## src/sv/msed_pkg.sv

```systemverilog
// Shared types, character codes and entity tables for the markup stripper.
`default_nettype none

package msed_pkg;

    // Scan mode of the text scanner
    typedef enum logic [1:0] {
        MODE_NORMAL = 2'd0,
        MODE_ENTITY = 2'd1,
        MODE_TAG    = 2'd2
    } mode_t;

    localparam int unsigned MAX_RESULTS = 6;
    localparam int unsigned NUM_PAT     = 5;

    typedef logic [2:0] slot_t;

    typedef struct packed {
        mode_t      scan_mode;
        logic [3:0] entity_progress;
        logic [1:0] tag_progress;
    } scan_state_t;

    // All result beats caused by one input byte
    typedef struct packed {
        logic [MAX_RESULTS-1:0][7:0] bytes;
        slot_t                       count;
        logic                        marker;
        logic                        last;
    } result_group_t;

    typedef struct packed {
        logic [2:0] pat;
        slot_t      len;
    } ent_pos_t;

    localparam logic [7:0] CH_LT   = 8'h3C;
    localparam logic [7:0] CH_GT   = 8'h3E;
    localparam logic [7:0] CH_AMP  = 8'h26;
    localparam logic [7:0] CH_LF   = 8'h0A;
    localparam logic [7:0] CH_B    = 8'h62;
    localparam logic [7:0] CH_R    = 8'h72;
    localparam logic [7:0] CH_CASE = 8'h20;

    // Entity spellings: amp, lt, gt, quot, #39
    localparam logic [7:0] PAT_TEXT [NUM_PAT][6] = '{
        '{"&", "a", "m", "p", ";", 8'h00},
        '{"&", "l", "t", ";", 8'h00, 8'h00},
        '{"&", "g", "t", ";", 8'h00, 8'h00},
        '{"&", "q", "u", "o", "t", ";"},
        '{"&", "#", "3", "9", ";", 8'h00}
    };
    localparam slot_t      PAT_LEN  [NUM_PAT] = '{3'd5, 3'd4, 3'd4, 3'd6, 3'd5};
    localparam logic [7:0] PAT_VAL  [NUM_PAT] = '{8'h26, 8'h3C, 8'h3E, 8'h22, 8'h27};
    localparam logic [3:0] PAT_BASE [NUM_PAT] = '{4'd2, 4'd5, 4'd7, 4'd9, 4'd13};

    // Map an entity progress code to its entity and the number of bytes matched
    function automatic ent_pos_t ent_pos(input logic [3:0] s);
        ent_pos_t r;
        case (s) inside
            [4'd2:4'd4]:   begin r.pat = 3'd0; r.len = 3'(s);         end
            [4'd5:4'd6]:   begin r.pat = 3'd1; r.len = 3'(s - 4'd3);  end
            [4'd7:4'd8]:   begin r.pat = 3'd2; r.len = 3'(s - 4'd5);  end
            [4'd9:4'd12]:  begin r.pat = 3'd3; r.len = 3'(s - 4'd7);  end
            [4'd13:4'd15]: begin r.pat = 3'd4; r.len = 3'(s - 4'd11); end
            default:       begin r.pat = 3'd0; r.len = 3'd1;          end
        endcase
        return r;
    endfunction

endpackage

`default_nettype wire

```

## src/sv/msed_decode.sv

```systemverilog
// Next-state and result-group logic for one text byte.
`default_nettype none

module msed_decode
    import msed_pkg::*;
(
    input  scan_state_t   st,
    input  logic [7:0]    text_byte,
    input  logic          text_last,
    output scan_state_t   st_next,
    output result_group_t grp
);

    ent_pos_t    pos_a;
    ent_pos_t    pos_b;
    scan_state_t st_step;
    logic        fail;
    logic        hit;
    logic [3:0]  hit_base;
    logic        one;
    logic [7:0]  ch;
    logic [7:0]  low;
    slot_t       len_a;
    slot_t       len_b;
    slot_t       total;

    assign pos_a = ent_pos(st.entity_progress);
    assign low   = text_byte | CH_CASE;

    always_comb begin
        hit      = 1'b0;
        hit_base = 4'd0;
        for (int p = 0; p < NUM_PAT; p++) begin
            if (!hit && PAT_TEXT[p][1] == text_byte) begin
                hit      = 1'b1;
                hit_base = PAT_BASE[p];
            end
        end
    end

    always_comb begin
        st_step = st;
        fail    = 1'b0;
        one     = 1'b0;
        ch      = text_byte;

        case (st.scan_mode)
            MODE_ENTITY: begin
                if (st.entity_progress <= 4'd1) begin
                    if (hit) begin
                        st_step.entity_progress = hit_base;
                    end else begin
                        fail = 1'b1;
                    end
                end else if (PAT_TEXT[pos_a.pat][pos_a.len] == text_byte) begin
                    if (pos_a.len + 3'd1 == PAT_LEN[pos_a.pat]) begin
                        one                     = 1'b1;
                        ch                      = PAT_VAL[pos_a.pat];
                        st_step.scan_mode       = MODE_NORMAL;
                        st_step.entity_progress = 4'd0;
                    end else begin
                        st_step.entity_progress = st.entity_progress + 4'd1;
                    end
                end else begin
                    fail = 1'b1;
                end
            end
            MODE_TAG: begin
                if (text_byte == CH_GT) begin
                    st_step.scan_mode    = MODE_NORMAL;
                    st_step.tag_progress = 2'd0;
                end else if (st.tag_progress == 2'd1) begin
                    st_step.tag_progress = (low == CH_B) ? 2'd2 : 2'd3;
                end else if (st.tag_progress == 2'd2) begin
                    if (low == CH_R) begin
                        one = 1'b1;
                        ch  = CH_LF;
                    end
                    st_step.tag_progress = 2'd3;
                end
            end
            default: begin
            end
        endcase

        // A failed prefix hands the byte back to plain text handling
        if (fail || (st.scan_mode != MODE_ENTITY && st.scan_mode != MODE_TAG)) begin
            if (fail) begin
                st_step.scan_mode       = MODE_NORMAL;
                st_step.entity_progress = 4'd0;
            end
            if (text_byte == CH_LT) begin
                st_step.scan_mode    = MODE_TAG;
                st_step.tag_progress = 2'd1;
            end else if (text_byte == CH_AMP) begin
                st_step.scan_mode       = MODE_ENTITY;
                st_step.entity_progress = 4'd1;
            end else begin
                one = 1'b1;
                ch  = text_byte;
            end
        end
    end

    assign pos_b = ent_pos(st_step.entity_progress);
    assign len_a = fail ? pos_a.len : 3'd0;
    assign len_b = (text_last && st_step.scan_mode == MODE_ENTITY) ? pos_b.len : 3'd0;
    assign total = len_a + {2'b00, one} + len_b;

    always_comb begin
        st_next = text_last ? '{MODE_NORMAL, 4'd0, 2'd0} : st_step;
    end

    always_comb begin
        grp.last   = text_last;
        grp.marker = text_last && total == 3'd0;
        grp.count  = grp.marker ? 3'd1 : total;
        for (int k = 0; k < MAX_RESULTS; k++) begin
            if (grp.marker) begin
                grp.bytes[k] = 8'h00;
            end else if (3'(k) < len_a) begin
                grp.bytes[k] = PAT_TEXT[pos_a.pat][3'(k)];
            end else if (3'(k) == len_a && one) begin
                grp.bytes[k] = ch;
            end else begin
                grp.bytes[k] = PAT_TEXT[pos_b.pat][3'(k) - len_a - {2'b00, one}];
            end
        end
    end

endmodule

`default_nettype wire

```

## src/sv/msed_emit.sv

```systemverilog
// Result group holding register and output register; plays out one beat per cycle unless the output stalls.
`default_nettype none

module msed_emit
    import msed_pkg::*;
(
    input  logic          aclk,
    input  logic          aresetn,
    input  logic          load,
    input  result_group_t grp_in,
    output logic          load_ready,
    output logic          m_tvalid,
    input  logic          m_tready,
    output logic [7:0]    m_tdata,   // [7:0] out_byte
    output logic [1:0]    m_tuser,   // [0] has_byte, [1] run_last
    output logic          m_tlast    // text_end
);

    result_group_t grp_reg;
    slot_t         rem_reg;
    slot_t         rem_next;
    slot_t         idx_reg;
    slot_t         idx_next;
    logic          m_tvalid_reg;
    logic [7:0]    m_tdata_reg;
    logic [1:0]    m_tuser_reg;
    logic          m_tlast_reg;
    logic          out_free;
    logic          move;

    assign out_free   = !m_tvalid_reg || m_tready;
    assign move       = rem_reg != 3'd0 && out_free;
    assign load_ready = rem_reg == 3'd0 || (rem_reg == 3'd1 && out_free);

    always_comb begin
        rem_next = rem_reg;
        idx_next = idx_reg;
        if (load) begin
            rem_next = grp_in.count;
            idx_next = 3'd0;
        end else if (move) begin
            rem_next = rem_reg - 3'd1;
            idx_next = idx_reg + 3'd1;
        end
    end

    always_ff @(posedge aclk) begin
        if (!aresetn) begin
            rem_reg      <= 3'd0;
            idx_reg      <= 3'd0;
            m_tvalid_reg <= 1'b0;
        end else begin
            rem_reg <= rem_next;
            idx_reg <= idx_next;
            if (out_free) begin
                m_tvalid_reg <= move;
            end
        end
    end

    always_ff @(posedge aclk) begin
        if (load) begin
            grp_reg <= grp_in;
        end
        if (move) begin
            m_tdata_reg <= grp_reg.bytes[idx_reg];
            m_tuser_reg <= {rem_reg == 3'd1, !grp_reg.marker};
            m_tlast_reg <= rem_reg == 3'd1 && grp_reg.last;
        end
    end

    assign m_tvalid = m_tvalid_reg;
    assign m_tdata  = m_tdata_reg;
    assign m_tuser  = m_tuser_reg;
    assign m_tlast  = m_tlast_reg;

endmodule

`default_nettype wire

```

## src/sv/markup_strip_entity_decode.sv

```systemverilog
// Subtitle markup stripper and HTML entity decoder, one text byte per input beat.
//
// Each input beat carries one text byte on s_tdata and marks the final byte of
// a text with s_tlast. Markup from '<' to '>' is dropped; a tag that opens with
// "<br" (any case) gives one newline. The entities &amp; &lt; &gt; &quot; &#39;
// become & < > " '. A prefix that stops matching is passed through as typed,
// and the byte that broke it is scanned again as plain text. On the final byte
// a pending prefix is flushed, an open tag is dropped and the scanner returns
// to its reset state; if the final byte gives no character, one beat with
// has_byte low marks the end of text. Output beats carry the character on
// m_tdata, has_byte and run_last (last beat caused by that input byte) on
// m_tuser, and end of text on m_tlast. Rate: while the output is not stalled,
// plain text streams at one byte per clock; a byte that gives several
// characters (up to six, when a broken prefix is played back) stalls the
// input while the result group drains through the single output register.
// The first output beat passes through the group register and then the
// output register. While a finished beat waits on the output, the input
// still takes any bytes that give no character and one byte that gives
// characters, then stalls until the output moves again.
`default_nettype none

module markup_strip_entity_decode
    import msed_pkg::*;
(
    input  logic       aclk,
    input  logic       aresetn,
    input  logic       s_tvalid,
    output logic       s_tready,
    input  logic [7:0] s_tdata,   // [7:0] text_byte
    input  logic       s_tlast,   // text_last
    output logic       m_tvalid,
    input  logic       m_tready,
    output logic [7:0] m_tdata,   // [7:0] out_byte
    output logic [1:0] m_tuser,   // [0] has_byte, [1] run_last
    output logic       m_tlast    // text_end
);

    scan_state_t   st_reg;
    scan_state_t   st_next;
    result_group_t grp;
    logic          accept;
    logic          load_ready;

    // Accept a byte whenever the group register is empty or frees this cycle
    assign s_tready = load_ready;
    assign accept   = s_tvalid && s_tready;

    msed_decode u_decode (
        .st        (st_reg),
        .text_byte (s_tdata),
        .text_last (s_tlast),
        .st_next   (st_next),
        .grp       (grp)
    );

    // Advance the scanner state on every accepted beat
    always_ff @(posedge aclk) begin
        if (!aresetn) begin
            st_reg <= '{MODE_NORMAL, 4'd0, 2'd0};
        end else if (accept) begin
            st_reg <= st_next;
        end
    end

    // A group with no characters loads as empty, except an end marker, which holds one beat
    msed_emit u_emit (
        .aclk       (aclk),
        .aresetn    (aresetn),
        .load       (accept),
        .grp_in     (grp),
        .load_ready (load_ready),
        .m_tvalid   (m_tvalid),
        .m_tready   (m_tready),
        .m_tdata    (m_tdata),
        .m_tuser    (m_tuser),
        .m_tlast    (m_tlast)
    );

endmodule

`default_nettype wire

```

## config.mk

```make
export PLATFORM = sky130hd
export DESIGN_NAME = markup_strip_entity_decode
export DESIGN_NICKNAME = d
export VERILOG_FILES = /design/src/sv/msed_pkg.sv /design/src/sv/msed_decode.sv /design/src/sv/msed_emit.sv /design/src/sv/markup_strip_entity_decode.sv
export SDC_FILE = /design/constraint.sdc
export NUM_CORES = 1
export LEC_CHECK = 0
export BUFFER_PORTS_ARGS = -buffer_cell sky130_fd_sc_hd__buf_2
export CAP_MARGIN = 10
export CORE_MARGIN = 8
export CORE_UTILIZATION = 65
export CTS_CLUSTER_DIAMETER = 80
export DETAILED_ROUTE_END_ITERATION = 8
export HOLD_SLACK_MARGIN = 0.08
export PLACE_DENSITY = 0.83
export SLEW_MARGIN = 20
export SYNTH_ARGS = -nofsm -noshare
export SYNTH_HDL_FRONTEND = slang
export SYNTH_SLANG_ARGS = --single-unit
```

## constraint.sdc

```tcl
create_clock -name aclk -period 13.81 [get_ports aclk]
set_input_delay 0 -clock aclk [delete_from_list [all_inputs] [get_ports aclk]]
set_output_delay 0 -clock aclk [all_outputs]
set_load 0.01 [all_outputs]
```

==> impl_metrics.json, run 1 <==
{
  "outcome": "complete, no violations",
  "max_cap_violations": 0,
  "vdd_ir_drop_max_mv": 0.136,
  "syn_inst": 904,
  "drive_above_1_share_pct": 9.03,
  "synthXorXnorAreaFrac_pct": 2.39,
  "routed_wl_um": 24300,
  "syn2layout_area_growth_pct": 5.60,
  "synth_compound_area_share_pct": 29.9,
  "whs_path_depth": 2,
  "synth_simple_gate_area_share_pct": 21.4,
  "port_buffers": 25,
  "cp_max_fo": 49,
  "gr-total-overflow": 0,
  "arrival_ns": 10.03,
  "drv_slew": 0,
  "hold_slack_ns": 0.191,
  "post_drt_wl_per_cell_um": 23.7,
  "die-area_um2": 14900,
  "slew_headroom_pct": 23.5,
  "dp_hpwl_um": 17600,
  "grt_pass1_wl_um": 37500,
  "vias": 7780,
  "cts-root-buf": "clkbuf_16",
  "synth_cell_types": 88,
  "yosysTopAreaCell": "edfxtp_1",
  "ys_seq_elements": 76,
  "core_area_um2": 10900,
  "r2r-end": "u_emit.grp_reg[31]$_SDFFCE_PP0P_",
  "post_cts_resized": 0,
  "cts_inserted_buffers": 9,
  "power_leakage_nw": 2.75,
  "synth.top_cells.by_area": "edfxtp_1, ha_1, a21oi_1",
  "setup-violations-final": 0,
  "hp-class": "in2reg",
  "ys.flop_type": "edfxtp_1",
  "drtIter0Drc": 1359,
  "synth_mux_area_share_pct": 5.12,
  "seq_area_frac_synth_pct": 29.1,
  "reg2reg_depth": 34,
  "ff2ff_setup_slack_ns": 3.82,
  "worstMarginPinSlew_ns": 1.14,
  "ys_warn_count": 0,
  "r2r_start": "st_reg[2]$_SDFFE_PN0P_",
  "cts_tree": "built",
  "die_height_um": 122,
  "drc": 0,
  "finalPower_w": 0.000775,
  "fin_util_pct": 70.8,
  "insertion_delay_ns": 0.34,
  "start_kind": "flip-flop",
  "ant_nets": 0,
  "finClkSkew_ns": 0.00786,
  "drt-pass1-iter-count": 6,
  "die_w_um": 122,
  "cts_sinks": 76,
  "grtUsageTotal_pct": 32.0,
  "fmax_mhz": 100,
  "synth_area_um2": 7330,
  "hp-start": "s_tdata[7]",
  "clock_path_buffers": 2,
  "n_antenna_cell": 0,
  "crit_slowest_cell": "dfxtp_1",
  "fin_nets": 927,
  "vias_per_cell": 7.58,
  "async_flop_share_pct": 0,
  "synth_fa_ha_area_share_pct": 5.84,
  "hold_viol": 0,
  "clk_pin_slew_ns": 0.06,
  "synth_fp_nets": 950,
  "critPathCaptureType": "flip-flop",
  "finalSetupTns_ns": 0,
  "rows": 38,
  "hold_end": "u_emit.grp_reg[44]$_SDFFCE_PP0P_",
  "yosysTopAreaCellShare_pct": 25.0,
  "min_period_over_period_pct": 72.3,
  "rsz0062_at_grt": "no",
  "synth_area_per_cell_um2": 8.11,
  "synth_edf_count": 61,
  "gp_congestion": 1.03,
  "p_per_area_nw_per_um2": 100,
  "initial_core_util_pct": 67.0,
  "cp_common_cell": "inv_1",
  "grt_pass1_vias": 6608,
  "synth_top_family_by_area": "compound AO/OA/AOI/OAI gates",
  "criticalPathCategory": "reg2reg",
  "slowest_delay_ns": 0.68,
  "grt_max_degree": 56,
  "io_pins": 26,
  "antenna_found_initial": 1,
  "largest_reg_flops": 50,
  "fin_crit_ns": 9.99,
  "worst_ep_required_time_ns": 13.84,
  "h-tree-depth": 3
}
[where the power goes]
part           switching (W)  internal [W]  total [W]
clock network      0.0000938      0.000141   0.000235
logic               0.000114     0.0000736   0.000188
registers          0.0000305      0.000322   0.000353
[cells in the mapped netlist, types with 14 or more instances]
| cell type | instances |
|---|---|
| nand2_1 | 91 |
| nor2_1 | 79 |
| a21oi_1 | 71 |
| edfxtp_1 | 61 |
| o21ai_0 | 49 |
| clkbuf_1 | 48 |
| inv_1 | 48 |
| nor3_1 | 38 |
| ha_1 | 31 |
| o211ai_1 | 24 |
| a211oi_1 | 21 |
| nand3_1 | 20 |
| o22ai_1 | 19 |
| mux2i_1 | 17 |
| dfxtp_1 | 15 |
| nor2b_1 | 14 |
[cells by family (layout without fill, tap and decap cells)]
logic type | Yosys count | after routing
AOI/OAI and AO/OA | 310 | 310
xor gates and xnor gates | 20 | 20
adders and majority gates | 33 | 33
buffers and inverters | 117 | 99
DFF | 76 | 76
muxes | 27 | 27
and+or+nand+nor | 321 | 321
[cells in the final DEF (no fill, tap or decap), types with 6 or more instances in the layout]
master / count
nand4_1: 9
nor3_1: 38
a21oi_1: 71
a311oi_1: 7
and2_1: 8
nor2b_1: 14
xor2_1: 8
o211ai_1: 24
mux2i_1: 16
nor4_1: 11
o22ai_1: 19
a2111oi_0: 8
clkbuf_16: 9
xnor2_1: 12
nand2_1: 91
nand3_1: 20
nor2_1: 79
a211oi_1: 21
edfxtp_1: 61
o21ai_0: 49
dfxtp_1: 14
a31oi_1: 11
ha_1: 31
inv_1: 47
and3_1: 6
nor3b_1: 9
a22oi_1: 13
o31ai_1: 7
buf_2: 25
nand2b_1: 9
mux4_2: 8
[critical path, delay by kind of cell (launching register included)]
family | cells | cell delay [ns]
simple gates | 13 | 3.25
fa+ha+maj | 4 | 1.33
flops | 1 | 0.68
compound gates | 11 | 3.19
buf+inv | 5 | 1.02
mux | 1 | 0.16
[metrics by stage]
stage	instance area (µm²)	cells	worst slack, ns
5_1_grt	7740	1026	3.25
3_5_place_dp	7400	1007	4.11
2_1_floorplan	7330	904	5.91
3_3_place_gp	7400	1007	4.71
4_1_cts	7730	1026	4.10
6_report	7740	1026	3.82
[worst max-delay path by stage]
stage                           startpoint                                to  slack [ns]  cells past startpoint
floorplan           st_reg[2]$_SDFFE_PN0P_  u_emit.grp_reg[34]$_SDFFCE_PP0P_        5.91                     38
global placement    st_reg[2]$_SDFFE_PN0P_  u_emit.grp_reg[47]$_SDFFCE_PP0P_        4.71                     34
detailed placement  st_reg[2]$_SDFFE_PN0P_  u_emit.grp_reg[31]$_SDFFCE_PP0P_        4.11                     34
CTS                 st_reg[2]$_SDFFE_PN0P_  u_emit.grp_reg[31]$_SDFFCE_PP0P_        4.10                     34
global route        st_reg[2]$_SDFFE_PN0P_  u_emit.grp_reg[21]$_SDFFCE_PP0P_        3.25                     31
finish              st_reg[2]$_SDFFE_PN0P_  u_emit.grp_reg[31]$_SDFFCE_PP0P_        3.82                     34
[area by class of cell]
type,count,area (µm²)
clock inverter,7,76.3
inverter,51,191
fill,844,3190
timing repair buffer,32,185
multi-input combinational,711,4750
tap,140,175
clock buffer,9,225
sequential,76,2130
[routing by layer]
| metal | track usage [%] | share of wire, % | vias up |
|---|---|---|---|
| li1 | - | - | 3401 |
| met1 | 43.9 | 39 | 3586 |
| met2 | 49.3 | 44 | 690 |
| met5 | 0 | 0.045 | - |
| met3 | 6.43 | 13 | 101 |
| met4 | 10.7 | 3.4 | 2 |
[timing repair]
item | 4_1_cts | 5_1_grt
endpoints found under the hold margin | 16 | 0
buffers inserted | 0 | 0
hold buffers | 3 | 0
Power figures use the tool's default switching activity.
==> inputs of run 2 (changes only) <==
--- a/config.mk
+++ b/config.mk
@@ -8,11 +8,11 @@
 export BUFFER_PORTS_ARGS = -buffer_cell sky130_fd_sc_hd__buf_2
 export CAP_MARGIN = 10
 export CORE_MARGIN = 8
-export CORE_UTILIZATION = 65
+export CORE_UTILIZATION = 58
 export CTS_CLUSTER_DIAMETER = 80
 export DETAILED_ROUTE_END_ITERATION = 8
 export HOLD_SLACK_MARGIN = 0.08
-export PLACE_DENSITY = 0.83
+export PLACE_DENSITY = 0.78
 export SLEW_MARGIN = 20
 export SYNTH_ARGS = -nofsm -noshare
 export SYNTH_HDL_FRONTEND = slang
==> constraint.sdc (replaced) <==
create_clock -name aclk -period 8.16 [get_ports aclk]
set_input_delay 0 -clock aclk [delete_from_list [all_inputs] [get_ports aclk]]
set_output_delay 0 -clock aclk [all_outputs]
set_load 0.01 [all_outputs]
==> run 2 against run 1 <==
Final cell count rose by 6.1%. Setup slack lost 3.3 ns. Global-route usage down 3.9 points. Largest power group unchanged. Wire length fell by 4.2%. Hold slack worse by 0.0072 ns. First-iteration DRC count fell by 17%. Clock-buffer cell count increased by 2. Clock power rose by 83%. Clock skew is 0.0012 ns higher. Critical endpoint is now u_emit.grp_reg[35]$_SDFFCE_PP0P_.
==> impl_metrics.json, run 2 (synthesis results as in run 1) <==
{
  "outcome": "complete, no violations",
  "gr-total-overflow": 0,
  "io_pins": 26,
  "cts_sinks": 76,
  "insertion_delay_ns": 0.34,
  "final_cell_mix": "nand2_1, nor2_1, a21oi_1, edfxtp_1, o21ai_0",
  "die-area_um2": 16500,
  "hold_viol": 0,
  "initial_core_util_pct": 58.8,
  "die_height_um": 128,
  "cts-root-buf": "clkbuf_16",
  "r2r-end": "u_emit.grp_reg[35]$_SDFFCE_PP0P_",
  "crit_slowest_cell": "fa_1",
  "endpoint": "u_emit.grp_reg[35]$_SDFFCE_PP0P_",
  "grt_pass1_vias": 6772,
  "reg2reg_depth": 32,
  "worst_slack_ns": 0.470,
  "min_period_over_period_pct": 94.2,
  "setup-violations-final": 0,
  "clock_path_buffers": 2,
  "cts_tree": "built",
  "port_buffers": 25,
  "vias": 7610,
  "drc": 0,
  "p_per_area_nw_per_um2": 165,
  "max_cap_violations": 0,
  "fmax_mhz": 130,
  "slew_headroom_pct": 31.4,
  "critPathTopFamily": "compound AO/OA/AOI/OAI gates",
  "drive_above_1_share_pct": 12.6,
  "fin_nets": 958,
  "dp_slack_ns": 0.134,
  "grt_pass1_wl_um": 36800,
  "ff2ff_setup_slack_ns": 0.47,
  "dp_hpwl_um": 17100,
  "clk_pin_slew_ns": 0.06,
  "n_antenna_cell": 0,
  "slowest_delay_ns": 0.45,
  "crit_buf_inv": 5,
  "grt_max_degree": 54,
  "final_common_cell": "nand2_1",
  "nFillCells": 1030,
  "vias_per_cell": 6.99,
  "rows": 41,
  "hp-class": "in2reg",
  "core_area_um2": 12500,
  "finClkSkew_ns": 0.00910,
  "cts_inserted_buffers": 9,
  "vdd_ir_drop_max_mv": 0.126,
  "worstMarginPinSlew_ns": 1.02,
  "worst_ep_required_time_ns": 8.20,
  "criticalPathCategory": "reg2reg",
  "routed_wl_um": 23300,
  "drtIter0Drc": 1131,
  "grtUsageTotal_pct": 28.1,
  "power_leakage_nw": 2.91,
  "finalSetupTns_ns": 0,
  "die_w_um": 128,
  "post_drt_wl_per_cell_um": 21.4,
  "ant_nets": 0,
  "cp_num_cells": 32,
  "drt-pass1-iter-count": 6,
  "h-tree-depth": 3,
  "post_cts_buffers": 0,
  "r2r_start": "st_reg[2]$_SDFFE_PN0P_",
  "syn2layout_area_growth_pct": 10.3,
  "critPathCaptureType": "flip-flop",
  "arrival_ns": 7.73,
  "critPathLaunch": "st_reg[2]$_SDFFE_PN0P_",
  "antenna_found_initial": 0,
  "cp_max_fo": 25,
  "rsz0062_at_grt": "no",
  "gp_congestion": 1.02,
  "finalPower_w": 0.00134,
  "drv_slew": 0,
  "fin_crit_ns": 7.69,
  "largest_reg_flops": 50,
  "start_kind": "flip-flop"
}
[run 2: final cells by class]
class	instances	area, µm²	share of cell area [%]
multi-input cells	711	4800	59.4
clock buffers	11	233	2.88
repair buffers	63	428	5.29
flip-flops and latches	76	2130	26.4
clock inverters	5	85.1	1.05
well taps	172	215	2.66
inverters	51	191	2.37
[run 2: how the worst min path moves through the flow]
stage | start | end | slack (ns) | cells after the start
floorplan | s_tlast | u_emit.grp_reg[0]$_DFFE_PP_ | 0.1 | 0
global placement | s_tlast | u_emit.grp_reg[0]$_DFFE_PP_ | 0.26 | 1
detailed placement | s_tlast | u_emit.grp_reg[0]$_DFFE_PP_ | 0.27 | 1
CTS | s_tdata[7] | u_emit.grp_reg[36]$_SDFFCE_PP0P_ | 0.18 | 2
global route | s_tdata[7] | u_emit.grp_reg[44]$_SDFFCE_PP0P_ | 0.19 | 2
finish | s_tdata[7] | u_emit.grp_reg[36]$_SDFFCE_PP0P_ | 0.18 | 2
[run 2: repair_timing]
action                     in CTS  in global routing
resized for setup               0                 12
setup endpoints to repair       0                 50
hold endpoints to repair       13                  0
hold buffers                    4                  0
[run 2: worst register-to-register path, delay by kind of cell (launching register included)]
family,cells,cell delay [ns]
simple gates,9,1.91
buf+inv,5,0.77
fa+ha+maj,5,1.48
flops,1,0.34
compound gates,12,2.71
mux,1,0.18
[run 2: metrics by stage]
stage / cell area (µm²) / cells / utilization (%) / hold WS (ns)
2_1_floorplan: 7330 / 904 / - / 0.0989
3_3_place_gp: 7670 / 1069 / 61.5 / 0.264
3_5_place_dp: 7670 / 1069 / 61.5 / 0.269
4_1_cts: 8030 / 1089 / 64.4 / 0.178
5_1_grt: 8090 / 1089 / 64.9 / 0.192
6_report: 8090 / 1089 / 64.9 / 0.184
[run 2: metal layers]
layer / vias to the layer above / wire length, µm / track usage [%]
li1: 3456 / - / -
met1: 3492 / 9340 / 39.1
met2: 581 / 9970 / 41.1
met3: 81 / 3030 / 5.42
met4: 0 / 924 / 12.9
met5: - / 0 / 0
[run 2: power breakdown]
part | internal [W] | leakage (nW) | switching [W] | total, W
Sequential | 0.000543 | 0.654 | 0.0000467 | 0.000590
Combinational | 0.000129 | 2.10 | 0.000186 | 0.000315
Clock | 0.000270 | 0.150 | 0.000161 | 0.000430
